<file path="src/hdl/cb40_pkg.sv">
// shared types, constants and character mapping functions for the base-40 callsign codec
package cb40_pkg;

	localparam int NUM_CHARS  = 9;
	localparam int CHAR_W     = 8;
	localparam int DIGIT_W    = 6;
	localparam int LEN_W      = 4;
	localparam int ADDR_W     = 48;
	localparam int DEC_BITS   = 4;
	localparam int DEC_STEPS  = ADDR_W / DEC_BITS;
	localparam int CNT_W      = 4;
	localparam int TDATA_W    = 128;

	localparam logic [DIGIT_W-1:0] DIGIT_HALF = 6'd20;
	localparam logic [DIGIT_W-1:0] DIGIT_ADJ  = 6'd12;

	localparam logic [ADDR_W-1:0] ADDR_LIMIT = 48'd262144000000000;
	localparam logic [ADDR_W-1:0] ADDR_BCAST = 48'hFFFF_FFFF_FFFF;

	localparam logic [LEN_W-1:0] MAX_LEN   = 4'd9;
	localparam logic [LEN_W-1:0] BCAST_LEN = 4'd3;

	localparam logic ACTION_ENCODE = 1'b0;
	localparam logic ACTION_DECODE = 1'b1;

	localparam logic [CHAR_W-1:0] CH_SPACE = 8'h20;
	localparam logic [CHAR_W-1:0] CH_A     = 8'h41;
	localparam logic [CHAR_W-1:0] CH_L     = 8'h4C;

	typedef enum logic {
		ST_IDLE,
		ST_RUN
	} state_t;

	typedef struct packed {
		logic load;
		logic step;
		logic out_load;
	} cmd_t;

	typedef struct packed {
		logic cnt_zero;
		logic out_free;
	} stat_t;

	typedef logic [NUM_CHARS-1:0][CHAR_W-1:0]  chars_t;
	typedef logic [NUM_CHARS-1:0][DIGIT_W-1:0] digits_t;

	function automatic logic [DIGIT_W-1:0] char_to_digit(input logic [CHAR_W-1:0] c);
		logic [DIGIT_W-1:0] d;
		d = '0;
		if (c inside {[8'h41:8'h5A]}) begin
			d = DIGIT_W'(c - 8'h40);
		end else if (c inside {[8'h30:8'h39]}) begin
			d = DIGIT_W'(c - 8'h15);
		end else begin
			case (c)
				8'h2D:   d = 6'd37;
				8'h2F:   d = 6'd38;
				8'h2E:   d = 6'd39;
				default: d = '0;
			endcase
		end
		return d;
	endfunction

	function automatic logic [CHAR_W-1:0] digit_to_char(input logic [DIGIT_W-1:0] d);
		logic [CHAR_W-1:0] c;
		c = '0;
		if (d == '0) begin
			c = CH_SPACE;
		end else if (d inside {[6'd1:6'd26]}) begin
			c = 8'h40 + CHAR_W'(d);
		end else if (d inside {[6'd27:6'd36]}) begin
			c = 8'h15 + CHAR_W'(d);
		end else begin
			case (d)
				6'd37:   c = 8'h2D;
				6'd38:   c = 8'h2F;
				6'd39:   c = 8'h2E;
				default: c = '0;
			endcase
		end
		return c;
	endfunction

endpackage

</file>
<file path="src/hdl/callsign_base40_codec_top.sv">
// top level of the base-40 callsign codec with stream ports
// encode clamps len to 9; broadcast text or an out-of-range address skips the digit steps
// one item at a time: next input taken only after the result enters the output register
// decode runs 12 steps of 4 address bits through the base-40 digit register, encode one
// character per cycle through the multiply-by-40 accumulator
// arst_n clears the state machine and output valid, no result pending after reset
module callsign_base40_codec_top
	import cb40_pkg::*;
(
	input  logic               clk,
	input  logic               arst_n,
	input  logic               s_tvalid,
	output logic               s_tready,
	input  logic [TDATA_W-1:0] s_tdata,  // text_char_0..text_char_8, text_length, code_in
	input  logic [0:0]         s_tuser,  // action
	output logic               m_tvalid,
	input  logic               m_tready,
	output logic [TDATA_W-1:0] m_tdata,  // code_out, name_char_0..name_char_8, name_length
	output logic [0:0]         m_tuser   // broadcast
);

	localparam int LEN_LSB  = NUM_CHARS * CHAR_W;
	localparam int CODE_LSB = LEN_LSB + LEN_W;
	localparam int PAD_W    = TDATA_W - ADDR_W - NUM_CHARS * CHAR_W - LEN_W;

	cmd_t               cmd;
	stat_t              stat;
	chars_t             in_chars;
	chars_t             out_chars;
	logic [ADDR_W-1:0]  out_code;
	logic [LEN_W-1:0]   out_len;
	logic               out_bcast;

	assign in_chars = s_tdata[LEN_LSB-1:0];

	cb40_ctrl u_ctrl (
		.clk      (clk),
		.arst_n   (arst_n),
		.s_tvalid (s_tvalid),
		.s_tready (s_tready),
		.stat     (stat),
		.cmd      (cmd)
	);

	cb40_dp u_dp (
		.clk       (clk),
		.arst_n    (arst_n),
		.cmd       (cmd),
		.stat      (stat),
		.in_action (s_tuser[0]),
		.in_chars  (in_chars),
		.in_len    (s_tdata[CODE_LSB-1:LEN_LSB]),
		.in_code   (s_tdata[CODE_LSB+ADDR_W-1:CODE_LSB]),
		.out_ready (m_tready),
		.out_valid (m_tvalid),
		.out_code  (out_code),
		.out_chars (out_chars),
		.out_len   (out_len),
		.out_bcast (out_bcast)
	);

	assign m_tdata = {{PAD_W{1'b0}}, out_len, out_chars, out_code};
	assign m_tuser = out_bcast;

endmodule

</file>
<file path="src/hdl/cb40_ctrl.sv">
// controller state machine sequencing load, digit steps and result transfer
module cb40_ctrl
	import cb40_pkg::*;
(
	input  logic  clk,
	input  logic  arst_n,
	input  logic  s_tvalid,
	output logic  s_tready,
	input  stat_t stat,
	output cmd_t  cmd
);

	state_t state_q;
	state_t state_nxt;

	always_ff @(posedge clk or negedge arst_n) begin
		if (!arst_n) begin
			state_q <= ST_IDLE;
		end else begin
			state_q <= state_nxt;
		end
	end

	always_comb begin
		state_nxt = state_q;
		case (state_q)
			ST_IDLE: begin
				if (s_tvalid) begin
					state_nxt = ST_RUN;
				end
			end
			ST_RUN: begin
				if (stat.cnt_zero && stat.out_free) begin
					state_nxt = ST_IDLE;
				end
			end
			default: state_nxt = ST_IDLE;
		endcase
	end

	always_comb begin
		s_tready     = 1'b0;
		cmd          = '0;
		case (state_q)
			ST_IDLE: begin
				s_tready = 1'b1;
				cmd.load = s_tvalid;
			end
			ST_RUN: begin
				cmd.step     = !stat.cnt_zero;
				cmd.out_load = stat.cnt_zero && stat.out_free;
			end
			default: begin
				s_tready = 1'b0;
			end
		endcase
	end

endmodule

</file>
<file path="src/hdl/cb40_dp.sv">
// datapath: horner encoder, shift-and-adjust base-40 decoder and result register
module cb40_dp
	import cb40_pkg::*;
(
	input  logic               clk,
	input  logic               arst_n,
	input  cmd_t               cmd,
	output stat_t              stat,
	input  logic               in_action,
	input  chars_t             in_chars,
	input  logic [LEN_W-1:0]   in_len,
	input  logic [ADDR_W-1:0]  in_code,
	input  logic               out_ready,
	output logic               out_valid,
	output logic [ADDR_W-1:0]  out_code,
	output chars_t             out_chars,
	output logic [LEN_W-1:0]   out_len,
	output logic               out_bcast
);

	logic               mode_q;
	logic               bcast_q;
	logic               skip_q;
	logic [CNT_W-1:0]   cnt_q;
	logic [ADDR_W-1:0]  work_q;
	chars_t             chars_q;
	digits_t            acc_q;
	logic               valid_q;
	logic [ADDR_W-1:0]  res_code_q;
	chars_t             res_chars_q;
	logic [LEN_W-1:0]   res_len_q;
	logic               res_bcast_q;

	logic [LEN_W-1:0]   len_c;
	logic               enc_all;
	logic [CNT_W-1:0]   enc_idx;
	logic [DIGIT_W-1:0] enc_digit;
	digits_t            acc_nxt;
	digits_t            adj;
	logic [LEN_W-1:0]   dec_len;
	chars_t             name_nxt;
	logic [LEN_W-1:0]   len_nxt;

	// load-time checks
	always_comb begin
		len_c   = (in_len > MAX_LEN) ? MAX_LEN : in_len;
		enc_all = (len_c == BCAST_LEN || len_c == MAX_LEN) && in_chars[0] == CH_A &&
			in_chars[1] == CH_L && in_chars[2] == CH_L;
		if (len_c == MAX_LEN) begin
			for (int i = 3; i < NUM_CHARS; i++) begin
				if (in_chars[i] != CH_SPACE) begin
					enc_all = 1'b0;
				end
			end
		end
	end

	assign enc_idx   = cnt_q - CNT_W'(1);
	assign enc_digit = char_to_digit(chars_q[enc_idx]);

	// binary to base-40, one address bit per inner pass
	always_comb begin
		acc_nxt = acc_q;
		adj     = acc_q;
		for (int b = 0; b < DEC_BITS; b++) begin
			for (int k = 0; k < NUM_CHARS; k++) begin
				adj[k] = (acc_nxt[k] >= DIGIT_HALF) ? acc_nxt[k] + DIGIT_ADJ : acc_nxt[k];
			end
			acc_nxt[0] = {adj[0][DIGIT_W-2:0], work_q[ADDR_W-1-b]};
			for (int k = 1; k < NUM_CHARS; k++) begin
				acc_nxt[k] = {adj[k][DIGIT_W-2:0], adj[k-1][DIGIT_W-1]};
			end
		end
	end

	always_comb begin
		dec_len = '0;
		for (int k = 0; k < NUM_CHARS; k++) begin
			if (acc_q[k] != '0) begin
				dec_len = LEN_W'(k + 1);
			end
		end
	end

	always_comb begin
		name_nxt = '0;
		len_nxt  = '0;
		if (mode_q == ACTION_DECODE) begin
			if (bcast_q) begin
				name_nxt[0] = CH_A;
				name_nxt[1] = CH_L;
				name_nxt[2] = CH_L;
				len_nxt     = BCAST_LEN;
			end else if (!skip_q) begin
				for (int k = 0; k < NUM_CHARS; k++) begin
					if (LEN_W'(k) < dec_len) begin
						name_nxt[k] = digit_to_char(acc_q[k]);
					end
				end
				len_nxt = dec_len;
			end
		end
	end

	always_ff @(posedge clk) begin
		if (cmd.load) begin
			mode_q  <= in_action;
			chars_q <= in_chars;
			acc_q   <= '0;
			if (in_action == ACTION_ENCODE) begin
				work_q  <= enc_all ? ADDR_BCAST : '0;
				bcast_q <= 1'b0;
				skip_q  <= 1'b0;
				cnt_q   <= enc_all ? '0 : CNT_W'(len_c);
			end else begin
				work_q  <= in_code;
				bcast_q <= (in_code == ADDR_BCAST);
				skip_q  <= (in_code >= ADDR_LIMIT);
				cnt_q   <= (in_code >= ADDR_LIMIT) ? '0 : CNT_W'(DEC_STEPS);
			end
		end else if (cmd.step) begin
			cnt_q <= cnt_q - CNT_W'(1);
			if (mode_q == ACTION_ENCODE) begin
				work_q <= (work_q << 5) + (work_q << 3) + ADDR_W'(enc_digit);
			end else begin
				acc_q  <= acc_nxt;
				work_q <= work_q << DEC_BITS;
			end
		end
	end

	// result register
	always_ff @(posedge clk) begin
		if (cmd.out_load) begin
			res_code_q  <= (mode_q == ACTION_ENCODE) ? work_q : '0;
			res_chars_q <= name_nxt;
			res_len_q   <= len_nxt;
			res_bcast_q <= (mode_q == ACTION_DECODE) && bcast_q;
		end
	end

	always_ff @(posedge clk or negedge arst_n) begin
		if (!arst_n) begin
			valid_q <= 1'b0;
		end else if (cmd.out_load) begin
			valid_q <= 1'b1;
		end else if (out_ready) begin
			valid_q <= 1'b0;
		end
	end

	assign out_valid     = valid_q;
	assign out_code      = res_code_q;
	assign out_chars     = res_chars_q;
	assign out_len       = res_len_q;
	assign out_bcast     = res_bcast_q;
	assign stat.cnt_zero = (cnt_q == '0);
	assign stat.out_free = !valid_q || out_ready;

endmodule

</file>
<file path="config.mk">
export PLATFORM = sky130hd
export DESIGN_NAME = callsign_base40_codec_top
export DESIGN_NICKNAME = d
export VERILOG_FILES = /design/src/hdl/cb40_pkg.sv /design/src/hdl/callsign_base40_codec_top.sv /design/src/hdl/cb40_ctrl.sv /design/src/hdl/cb40_dp.sv
export SDC_FILE = /design/constraint.sdc
export NUM_CORES = 1
export LEC_CHECK = 0
export BUFFER_PORTS_ARGS = -buffer_cell sky130_fd_sc_hd__buf_2
export CAP_MARGIN = 20
export CORE_MARGIN = 4
export CORE_UTILIZATION = 45
export DETAILED_ROUTE_END_ITERATION = 6
export SLEW_MARGIN = 20
export SYNTH_ARGS = -nofsm -noshare
export SYNTH_HDL_FRONTEND = slang
export SYNTH_SLANG_ARGS = --single-unit
</file>
<file path="constraint.sdc">
create_clock -name clk -period 8.89 [get_ports clk]
set_input_delay 0 -clock clk [delete_from_list [all_inputs] [get_ports clk]]
set_output_delay 0 -clock clk [all_outputs]
set_load 0.02 [all_outputs]
</file>
## After elaboration in Yosys (flattened, before gate mapping)

Cells that the tools add are included.

| storage, ports and cells | value |
|---|---|
| word-level logic and storage cells | 439 |
| register bits | 308 |
| output and inout port bits | 131 |
| bits of input ports | 133 |

| cells by class | value |
|---|---|
| add/subtract/negate cells | 59 |
| muxes and demuxes | 119 |
| magnitude comparators | 88 |
| reduce and logical (&&, ||, !) cells | 70 |
| equal/unequal tests | 42 |
| bitwise gates (word level) | 11 |

Operators by type and width:

| kind | number |
|---|---|
| $ge A6 B5 Y1 const B | 45 |
| $mux W48 | 5 |
| $mux W6 | 40 |
| $add A6 B4 Y6 const B | 32 |
| $mux W8 | 23 |
| $pmux W6 S3 | 10 |
| $eq A6 B6 Y1 const B | 27 |
| $add A7 B6 Y8 const A | 9 |
| $add A5 B6 Y7 const A | 9 |
| $ge A6 B1 Y1 const B | 9 |
| $le A6 B5 Y1 const B | 9 |
| $le A6 B6 Y1 const B | 9 |
| $logic_not A6 Y1 | 9 |
| $reduce_bool A6 Y1 | 9 |
| $add A48 B48 Y48 | 1 |
| $add A48 B6 Y48 | 1 |
| $eq A48 B48 Y1 const B | 1 |
| $ge A48 B48 Y1 const B | 1 |
| $ne A8 B6 Y1 const B | 6 |
| $mux W23 | 2 |
| $reduce_or A5 Y1 | 9 |
| $reduce_or A4 Y1 | 9 |
| $bmux W8 S4 | 1 |
| $mux W4 | 8 |
| 32 further kinds | 105 |

## Depth between registers and ports, before layout

Gate-level depths: netlist of run 1.

| depth | value |
|---|---|
| depth in word-level cells | 17 |
| depth in mapped cells | 31 |
| mapped depth without buffers | 27 |

## Modules after synthesis

From an unflattened synthesis of run 1, not the netlist that was laid out.

| unflattened totals | value |
|---|---|
| cell total of the unflattened synthesis | 2,551 |
| area, all modules | 23,191.0 um^2 |

Modules (own cells, without submodules):

| module | area each (um^2) | seq. area each (um^2) | times used | cells an instance |
|---|---|---|---|---|
| cb40_dp | 23,094.6 | 8,403.1 | 1 | 2,539 |
| cb40_ctrl | 62.6 | 25.0 | 1 | 7 |
| callsign_base40_codec_top | 33.8 | 0.0 | 1 | 5 |

## Worst setup path after synthesis of run 1

OpenSTA, ideal clock, no wires.

| timing | value |
|---|---|
| path type | register -> register |
| start point | reg u_dp.cnt_q[0] |
| end point | reg u_dp.res_bcast_q, in the netlist u_dp.out_bcast (enable) |
| library setup time | 0.631 ns |
| setup slack | 1.477 ns |
| clock period less this slack | 7.413 ns |
| required time | 8.259 ns |
| arrival | 6.781 ns |
| cell stages (with the launch flop) | 7 |
| buffers on the path | 2 |
| cells stage by stage | edfxtp_1 -> buf_4 -> buf_2 -> inv_1 -> ha_1 -> nand3_1 -> a21oi_1 |

RTL lines:

| what | RTL line | text |
|---|---|---|
| from (decl) | cb40_dp.sv:24 | `logic [CNT_W-1:0] cnt_q;` |
| from (signal assigned) | cb40_dp.sv:114 | `cnt_q <= enc_all ? '0 : CNT_W'(len_c);` |
| from (signal assigned) | cb40_dp.sv:119 | `cnt_q <= (in_code >= ADDR_LIMIT) ? '0 : CNT_W'(DEC_STEPS);` |
| from (signal assigned) | cb40_dp.sv:122 | `cnt_q <= cnt_q - CNT_W'(1);` |
| to (signal assigned) | cb40_dp.sv:138 | `res_bcast_q <= (mode_q == ACTION_DECODE) && bcast_q;` |
| to (decl) | cb40_dp.sv:32 | `logic res_bcast_q;` |

## Worst setup path in the final report of run 1

| timing | value |
|---|---|
| start point | reg u_dp.cnt_q[0] |
| end point | reg u_dp.work_q[42] (data pin) |

| between the ends | value |
|---|---|
| word-level cells in the longest chain between the ends | 11 |
| elaborated cells between the ends (all ways) | 21 |
| classes of those cells | 4 x add/sub; 4 x order compare; 3 x eq/ne; 8 x mux; 2 x reduce/logical |

RTL lines:

| what | RTL line | text |
|---|---|---|
| $sub A4 B1 Y4 * | cb40_dp.sv:58 | `assign enc_idx = cnt_q - CNT_W'(1);` |
| $bmux W8 S4 * | cb40_dp.sv:59 | `assign enc_digit = char_to_digit(chars_q[enc_idx]);` |
| $mux W8 (not written as such) * | cb40_dp.sv:59 |  |
| $ge A8 B6 Y1 (tied with other cells) | cb40_pkg.sv:54 | `end else if (c inside {[8'h30:8'h39]}) begin` |
| $logic_and A1 B1 Y1 / $pmux W6 S3 (equally long branches) | cb40_pkg.sv:54, cb40_pkg.sv:57 |  |
| $mux W6 | cb40_pkg.sv:54 |  |
| $mux W6 * | cb40_pkg.sv:52 | `if (c inside {[8'h41:8'h5A]}) begin` |
| $add A48 B6 Y48 * | cb40_dp.sv:124 | `work_q <= (work_q << 5) + (work_q << 3) + ADDR_W'(enc_digit);` |
| $mux W48 * | cb40_dp.sv:123 | `if (mode_q == ACTION_ENCODE) begin` |
| $mux W48 * | cb40_dp.sv:121 | `end else if (cmd.step) begin` |
| $mux W48 * | cb40_dp.sv:106 | `if (cmd.load) begin` |
| to (signal assigned) | cb40_dp.sv:111 | `work_q <= enc_all ? ADDR_BCAST : '0;` |
| to (signal assigned) | cb40_dp.sv:124 |  |
| to (signal assigned) | cb40_dp.sv:127 | `work_q <= work_q << DEC_BITS;` |
| to (decl) | cb40_dp.sv:25 | `logic [ADDR_W-1:0] work_q;` |

Every way passes the cells marked *; elsewhere a longest branch is shown, timed or not. The select of a mux whose other input is x is not followed.
A chain may end at the register's enable or synchronous reset.

==> flow_metrics.tcl, run 1 <==
set metrics [dict create \
    hold_buffers 124 \
    synth_area_sq_mm 0.0228 \
    wirelength_mm 67.4 \
    worstSkewPairLatency_ns 0.57 \
    ant_nets 0 \
    synth-main-ff-cell "edfxtp_1" \
    met1Wirelength_mm 29.2 \
    drive_gt1_share_pct 14.8 \
    synth_edf_count 243 \
    cp_data_required_time_ns 9.21 \
    hold_path_end "u_dp.work_q[47]" \
    synth_cells 2450 \
    drc 0 \
    fin_crit_ns 7.63 \
    grt_pass1_vias 20000 \
    grt_max_degree 113 \
    layout.nets 3118 \
    io_pins 264 \
    antenna_found_initial 3 \
    firstDrtPassIters 5 \
    grt_pass1_wl_mm 106 \
    root_buffer "clkbuf_16" \
    synth-seq-area-share_pct 36.9 \
    min_from "s_tdata[123]" \
    cts.sinks 299 \
    ff2ff_path_depth 25 \
    max_cap_viol_count 0 \
    avgViaCountPerCell 5.90 \
    wire_per_inst_um 19.4 \
    clkTransAtPathRegs_ns 0.06 \
    cts_made_buffers 38 \
    fin_crit_sh_pct 85.8 \
    rsz0062_at_grt "no" \
    synth.ff_latch_count 299 \
    wl_met3_mm 3.48 \
    hold_class "in2reg" \
    fin_skew_ns 0.0288 \
    globalplace.congestion 0.886 \
    cp.arrival_ns 7.95 \
    final_hold_viol_count 0 \
    setup_tns_ns 0 \
    grtUsageTotal_pct 23.8 \
    core_sq_mm 0.0502 \
    die-area_sq_mm 0.0544 \
    grt-ovfl-total 0 \
    first_iter_violations 1714 \
    timing.rr.start "u_dp.cnt_q[0]" \
    worstSetupStartpointType "flop" \
    die_w_um 233 \
    routed-via-count 20500 \
    met2_length_mm 32.9 \
    dp.final_hpwl_mm 46.9 \
    synth_area_per_cell_sq_um 9.31 \
    final_cell_area_sq_mm 0.0272 \
    area_growth_syn_to_layout_pct 19.2 \
    max_freq_mhz 131 \
    status "complete, no violations" \
    yosysWarnings 0 \
    layout_common_cells "a21oi_1, buf_2, edfxtp_1, nor2_1, ha_1" \
    start_util_pct 45.5 \
    cts_tree "done" \
    post_cts_resized 0 \
    placed_area_sq_mm 0.0246 \
    cts_buffer_depth 3 \
    maxSlewHeadroom_pct 27.0 \
    die_h_um 233 \
    setup_viol 0 \
    rrSetupSlack_ns 1.26 \
    synth_cell_types 101 \
    cts_max_level 2 \
    path_max_fanout 19 \
    end_kind "flop" \
    r2r-end "u_dp.work_q[42]" \
    post_cts.repair.setup_buffers 0 \
    final_common_cell "a21oi_1" \
    async_reset_ff_share_pct 0.669 \
    routed.top_layer "met4" \
    maxSlewViolCount 0 \
    numPortBuffers 246 \
    worstMarginPinSlew_ns 1.09 \
    setup.worst_path.class "reg2reg" \
    rows 82 \
    min_path_cells 5 \
]
-- flip-flops by register name, indices dropped and copies added (netlist names), 4 cells and up --
name / cells
u_dp.out_chars: 63
u_dp.work_q: 48
u_dp.cnt_q: 4
u_dp.chars_q: 72
u_dp.out_code: 48
u_dp.out_len: 4
u_dp.acc_q: 54
-- Yosys cell counts, drive strengths merged, types with 19 or more instances --
cell type | count | area, sq um
nor2b | 67 | 419
a211oi | 73 | 558
nor3b | 21 | 158
dfxtp | 54 | 1080
nor4 | 19 | 119
nor3 | 57 | 295
nor2 | 219 | 822
clkbuf | 87 | 327
a21o | 48 | 360
xnor2 | 50 | 464
a31oi | 30 | 188
nand2b | 24 | 150
and3 | 24 | 150
nand2 | 156 | 586
mux2 | 19 | 214
a21oi | 258 | 1310
o21a | 25 | 195
edfxtp | 243 | 7300
o31ai | 31 | 246
nand4 | 19 | 119
or3 | 20 | 125
xor2 | 19 | 185
ha | 212 | 2650
inv | 106 | 398
mux2i | 56 | 561
nand3 | 46 | 230
buf | 27 | 161
o21ai | 162 | 815
a21boi | 22 | 165
-- through the flow --
stage	cells	hold WS, ns	setup slack, ns	util, %
after floorplan	2462	-0.296	1.48	-
after CTS	3473	0.00108	1.23	54.2
after global routing	3475	0.0598	0.658	54.2
after global placement	3279	-0.211	1.54	49.0
final	3476	0.0374	1.26	54.2
after detailed placement	3279	-0.211	1.25	49.0
-- cell families after synthesis --
group | Yosys count | synth area share (%)
muxes | 91 | 4.97
AOI/OAI and AO/OA | 807 | 23.0
xor gates and xnor gates | 69 | 2.85
other | 1 | 0.0164
and+or+nand+nor | 749 | 16.5
buffers and inverters | 220 | 3.88
adders and majority gates | 214 | 11.8
DFF | 299 | 36.9
-- layer usage --
metal | GRT usage, % | vias up
met5 | 0 | -
met4 | 7.34 | 0
met2 | 40.7 | 603
met3 | 3.65 | 128
li1 | - | 9891
met1 | 31.2 | 9889
-- worst max-delay path by stage --
stage / endpoint / from / cells after the start / slack, ns
2_1_floorplan: u_dp.out_bcast / u_dp.cnt_q[0] / 6 / 1.48
3_3_place_gp: u_dp.work_q[46] / u_dp.cnt_q[0] / 25 / 1.54
3_5_place_dp: u_dp.work_q[42] / u_dp.cnt_q[0] / 25 / 1.25
4_1_cts: u_dp.work_q[42] / u_dp.cnt_q[0] / 25 / 1.23
5_1_grt: u_dp.work_q[46] / u_dp.cnt_q[0] / 26 / 0.66
6_report: u_dp.work_q[42] / u_dp.cnt_q[0] / 25 / 1.26
-- final cells by class --
type                    instances  area [sq um]
diodes                          3          7.51
repair buffers                383          2570
multi-input cells            1943         13600
flip-flops and latches        299          8430
well taps                     672           841
clock buffers                  47          1020
fillers                      4462         23000
inverters                     106           403
clock inverters                23           335
-- worst max-delay path, cell delays in order (launching register included) --
cell and delay, ns:
edfxtp_1 0.33, buf_4 0.34, inv_1 0.14, ha_1 0.83
mux4_2 0.42, mux2i_1 0.17, nor2_1 0.06, a31oi_1 0.46
o21ai_1 0.13, and3_1 0.20, or4_1 0.59, a21boi_0 0.37
ha_1 0.19, ha_1 0.16, inv_1 0.05, fa_1 0.37
nor2b_1 0.17, o21a_1 0.15, o211a_1 0.17, o211ai_1 0.16
a211o_1 0.33, a2111oi_0 0.73, o211ai_1 0.28, a21oi_1 0.25
nand3_1 0.10, and3_1 0.23
Power of run 1 is left out: the tool's default activity adds up to more than one toggle a clock period on the data nets, which glitch-free logic cannot reach.
==> inputs of run 2 (changes only) <==
==> constraint.sdc (replaced) <==
create_clock -name clk -period 9.4 [get_ports clk]
set_input_delay 0 -clock clk [delete_from_list [all_inputs] [get_ports clk]]
set_output_delay 0 -clock clk [all_outputs]
set_load 0.02 [all_outputs]
==> run 2 against run 1 <==
Effect of this change:
- maximum frequency grew 1.8%
- hold slack gained 0.013 ns
- core utilization grew 0.34 points
- clock skew is essentially flat
- wire length shrank 0.28%
- global-route usage shrank 0.086 points
- final area grew 0.63%
- sequential share of layout area shrank 0.20 points
- setup slack gained 0.65 ns
- flip-flop and latch count is the same
- die area is the same
- first-iteration DRC count shrank 1.3%
- critical endpoint is now u_dp.work_q[46]
==> flow_metrics.tcl, run 2 (same netlist as run 1, synthesis figures left out) <==
set metrics [dict create \
    routed.top_layer "met4" \
    ant_nets 0 \
    cp_slowest_cell "ha_1" \
    cts_buffer_depth 3 \
    routed-via-count 20600 \
    hold_class "in2reg" \
    cp_data_required_time_ns 9.75 \
    cts.sinks 299 \
    max_cap_viol_count 0 \
    first_iter_violations 1691 \
    post_cts.repair.setup_buffers 0 \
    grt_max_degree 98 \
    die-area_sq_mm 0.0544 \
    crit_top_cell "ha_1" \
    numPortBuffers 246 \
    grt-ovfl-total 0 \
    fin_crit_ns 7.49 \
    setup.worst_path.class "reg2reg" \
    wl_met3_mm 4.33 \
    io_pins 264 \
    cp.arrival_ns 7.84 \
    path_max_fanout 19 \
    worstSkewPairLatency_ns 0.59 \
    final_common_cell "a21oi_1" \
    post_cts_resized 0 \
    met2_length_mm 32.3 \
    grt_pass1_wl_mm 106 \
    layout.nets 3121 \
    postLayoutSetupSlackWorst_ns 1.91 \
    fin_crit_sh_pct 79.7 \
    multi_input_area_sq_mm 0.0136 \
    regMostFlops "u_dp.chars_q" \
    maxSlewHeadroom_pct 24.5 \
    seq_area_sq_mm 0.00843 \
    setup_tns_ns 0 \
    root_buffer "clkbuf_16" \
    fin_skew_ns 0.0291 \
    dp_slack_ns 1.84 \
    rrSetupSlack_ns 1.91 \
    worstMarginPinSlew_ns 1.13 \
    die_h_um 233 \
    grtUsageTotal_pct 23.8 \
    globalplace.congestion 0.894 \
    nFillCells 4458 \
    max_freq_mhz 133 \
    rows 82 \
    end_kind "flop" \
    worstSetupStartpointType "flop" \
    wire_per_inst_um 19.3 \
    die_w_um 233 \
    firstDrtPassIters 6 \
    avgViaCountPerCell 5.93 \
    rsz0062_at_grt "no" \
    cts_tree "done" \
    wirelength_mm 67.2 \
    setup_viol 0 \
    drc 0 \
    cts_made_buffers 38 \
    dp.final_hpwl_mm 46.7 \
    met1Wirelength_mm 28.6 \
    maxSlewViolCount 0 \
    core_sq_mm 0.0502 \
    crit_path_max_incr_delay_ns 0.82 \
    clkTransAtPathRegs_ns 0.06 \
    largest_reg_flops 72 \
    drive_gt1_share_pct 15.0 \
    layout_common_cells "a21oi_1, buf_2, edfxtp_1, nor2_1, ha_1" \
    area_growth_syn_to_layout_pct 20.0 \
    start_util_pct 45.5 \
    grt_pass1_vias 19900 \
    status "complete, no violations" \
    placed_area_sq_mm 0.0246 \
    final_hold_viol_count 0 \
    final_cell_area_sq_mm 0.0274 \
    cts_max_level 2 \
    antenna_found_initial 3 \
]
## run 2: layout make-up
cell class / count / area share, %
Tap cell: 672 / 3.07
Timing Repair Buffer: 386 / 9.52
Antenna cell: 4 / 0.0366
Multi-Input combinational cell: 1943 / 49.7
Sequential cell: 299 / 30.8
Inverter: 106 / 1.47
Clock buffer: 42 / 3.68
Clock inverter: 28 / 1.75
## run 2: repair_timing
item,4_1_cts,5_1_grt
hold buffers,128,0
endpoints found under the hold margin,127,0
setup endpoints to repair,0,0
## run 2: critical path, delay by kind of cell (launching register included)
family	cells	cell delay, ns
fa+ha+maj	4	1.55
compound gates	10	2.92
simple gates	5	1.10
flops	1	0.33
buf+inv	3	0.53
mux	3	0.80
## run 2: per-stage QoR
step | std cells | util (%) | hold WS, ns
2_1_floorplan | 2462 | - | -0.296
3_3_place_gp | 3278 | 49.0 | -0.211
3_5_place_dp | 3278 | 49.0 | -0.207
4_1_cts | 3476 | 54.5 | 0.0180
5_1_grt | 3477 | 54.6 | 0.0820
6_report | 3480 | 54.6 | 0.0505
## run 2: worst paths after layout
path | startpoint | cells past startpoint | end
max | u_dp.cnt_q[0] | 25 | u_dp.work_q[46]
min | s_tdata[122] | 5 | u_dp.work_q[46]
max reg2reg | u_dp.cnt_q[0] | 25 | u_dp.work_q[46]
min reg2reg | u_dp.acc_q[50] | 2 | u_dp.acc_q[50]
max in group asynchronous | arst_n | 3 | u_ctrl.state_q
min in group asynchronous | arst_n | 3 | u_dp.out_valid
## run 2: routing by layer
layer | vias to the layer above | GRT usage [%]
met5 | - | 0
met4 | 0 | 8.12
met3 | 134 | 3.88
met2 | 704 | 40.3
met1 | 9914 | 30.8
li1 | 9883 | -
Power of run 2 is left out for the same reason.
==> inputs of run 3 (changes only) <==
--- a/config.mk
+++ b/config.mk
@@ -5,11 +5,13 @@
 export SDC_FILE = /design/constraint.sdc
 export NUM_CORES = 1
 export LEC_CHECK = 0
+export ABC_AREA = 1
 export BUFFER_PORTS_ARGS = -buffer_cell sky130_fd_sc_hd__buf_2
 export CAP_MARGIN = 20
 export CORE_MARGIN = 4
 export CORE_UTILIZATION = 45
 export DETAILED_ROUTE_END_ITERATION = 6
+export PLACE_DENSITY = 0.66
 export SLEW_MARGIN = 20
 export SYNTH_ARGS = -nofsm -noshare
 export SYNTH_HDL_FRONTEND = slang
==> constraint.sdc (replaced) <==
create_clock -name clk -period 6.65 [get_ports clk]
set_input_delay 0 -clock clk [delete_from_list [all_inputs] [get_ports clk]]
set_output_delay 0 -clock clk [all_outputs]
set_load 0.02 [all_outputs]
==> run 3 against run 2 <==
Effect of this change:
- flip-flop and latch count did not move
- maximum frequency rose by 23%
- clock-buffer cell count rose by 11
- die area rose by 3.4%
- critical path depth rose by 8
- synthesized cell count rose by 28%
==> flow_metrics.tcl, run 3 <==
set metrics [dict create \
    status "complete, no violations" \
    wirelength_mm 68.7 \
    start_util_pct 45.8 \
    ff2ff_path_depth 33 \
    timing.rr.start "u_dp.cnt_q[0]" \
    hold_class "in2reg" \
    path_max_fanout 13 \
    synth_common_cells "nand2_1, inv_1, nor2_1" \
    synth.ff_latch_count 299 \
    synth_area_per_cell_sq_um 7.55 \
    rsz0062_at_grt "no" \
    r2r-end "u_dp.work_q[32]" \
    min_path_cells 1 \
    worstSetupStartpointType "flop" \
    final_util_pct 54.4 \
    synth_cell_types 77 \
    routed-via-count 22200 \
    cts_max_level 2 \
    numPortBuffers 246 \
    max_freq_mhz 164 \
    drc 0 \
    regMostFlops "u_dp.chars_q" \
    end_kind "flop" \
    cp_slowest_cell "fa_1" \
    cts_buffer_depth 3 \
    synth_edf_count 243 \
    async_reset_ff_share_pct 0.669 \
    cts.sinks 299 \
    core_sq_mm 0.0516 \
    final_common_cell "nand2_1" \
    fin_crit_sh_pct 91.5 \
    cp.arrival_ns 6.52 \
    crit_path_max_incr_delay_ns 0.51 \
    avgViaCountPerCell 5.29 \
    grt_pass1_wl_mm 110 \
    die_h_um 237 \
    wire_per_inst_um 16.4 \
    min_from "s_tuser" \
    cts_tree "done" \
    seq_area_sq_mm 0.00843 \
    maxSlewHeadroom_pct 37.4 \
    die-area_sq_mm 0.0562 \
    setup_tns_ns 0 \
    final_hold_viol_count 0 \
    netlist_top_cells_area "edfxtp_1, ha_1, nand2_1, inv_1, a21oi_1" \
    synth_area_sq_mm 0.0236 \
    worstSkewPairLatency_ns 0.59 \
    multi_input_area_sq_mm 0.0132 \
    crit_top_cell "inv_1" \
    grt_max_degree 92 \
    area_growth_syn_to_layout_pct 18.8 \
    cp_data_required_time_ns 7.08 \
    clkTransAtPathRegs_ns 0.06 \
    nFillCells 4795 \
    rrSetupSlack_ns 0.56 \
    netlist.area_leader.share_pct 30.9 \
    synth.most_common_cell "nand2_1" \
    cts_made_buffers 39 \
    setup.worst_path.class "reg2reg" \
    synth_top_area_cell "edfxtp_1" \
    die_w_um 237 \
    layout_common_cells "nand2_1, inv_1, nor2_1, a21oi_1, buf_2" \
    synth-main-ff-cell "edfxtp_1" \
    post_cts.repair.setup_buffers 0 \
    hold_path_end "u_dp.mode_q" \
    rows 83 \
    setup_viol 0 \
    fin_crit_ns 6.09 \
    globalplace.congestion 0.958 \
    io_pins 264 \
    grt-ovfl-total 0 \
    grtUsageTotal_pct 23.7 \
    synth_cells 3132 \
    root_buffer "clkbuf_16" \
    ant_nets 0 \
    largest_reg_flops 72 \
    fin_skew_ns 0.0295 \
    antenna_found_initial 3 \
    first_iter_violations 1500 \
    layout.nets 3835 \
    maxSlewViolCount 0 \
    grt_pass1_vias 21300 \
    drive_gt1_share_pct 13.7 \
    yosysWarnings 0 \
    max_cap_viol_count 0 \
    firstDrtPassIters 6 \
    worstMarginPinSlew_ns 0.938 \
    synth-seq-area-share_pct 35.7 \
    dp.final_hpwl_mm 49.4 \
]
-- run 3: worst max path at each step --
stage                        from              end  slack, ns  cells after the start
floorplan           u_dp.cnt_q[0]   u_dp.out_bcast       0.55                      6
global placement    u_dp.cnt_q[0]  u_dp.work_q[44]       0.50                     35
detailed placement  u_dp.cnt_q[0]  u_dp.work_q[44]       0.33                     35
CTS                 u_dp.cnt_q[0]  u_dp.work_q[44]       0.32                     35
global route        u_dp.cnt_q[0]  u_dp.work_q[44]       0.06                     36
finish              u_dp.cnt_q[0]  u_dp.work_q[32]       0.56                     33
-- run 3: what timing repair did --
| action | in CTS | in global routing |
|---|---|---|
| hold endpoints to repair | 131 | 0 |
| setup endpoints to repair | 0 | 3 |
| gates resized for setup | 0 | 4 |
| hold buffers | 132 | 0 |
-- run 3: routing by layer --
layer	vias up	global-route usage [%]	part of all wire, %
li1	11300	-	-
met2	627	40.2	47
met3	135	4.17	5.8
met1	10200	31.0	44
met5	-	0	0.019
met4	2	7.57	3.2
-- run 3: cell type report --
cell class                 instances  area share [%]
sequential                       299            30.0
clock buffer                      53            3.73
antenna                            1         0.00891
clock inverter                    18           0.985
timing repair buffer             392            9.46
tap                              680            3.03
multi-input combinational       2323            46.9
inverter                         433            5.83
-- run 3: critical path: cells and delay by family (launching register included) --
kind	cells	cell delay, ns
AOI/OAI and AO/OA	9	1.64
adders and majority gates	4	1.48
buffers and inverters	8	1.04
DFF	1	0.42
and+or+nand+nor	12	1.38
-- run 3: cells by family after synthesis --
| kind of cell | Yosys count | share of synthesized area (%) |
|---|---|---|
| other | 1 | 0.0159 |
| and+or+nand+nor | 1384 | 26.2 |
| DFF | 299 | 35.7 |
| xor gates and xnor gates | 30 | 1.18 |
| adders and majority gates | 214 | 11.4 |
| buffers and inverters | 522 | 8.93 |
| AOI/OAI and AO/OA | 682 | 16.6 |
-- run 3: through the flow --
stage               instances  cell area, sq um  setup WS (ns)  hold slack (ns)
floorplan                3144             23700          0.552           -0.296
global placement         3995             25400          0.499           -0.214
detailed placement       3995             25400          0.326           -0.212
CTS                      4198             28100          0.316           0.0640
global route             4199             28100         0.0568            0.128
finish                   4199             28100          0.564            0.105
Power of run 3 is left out for the same reason.
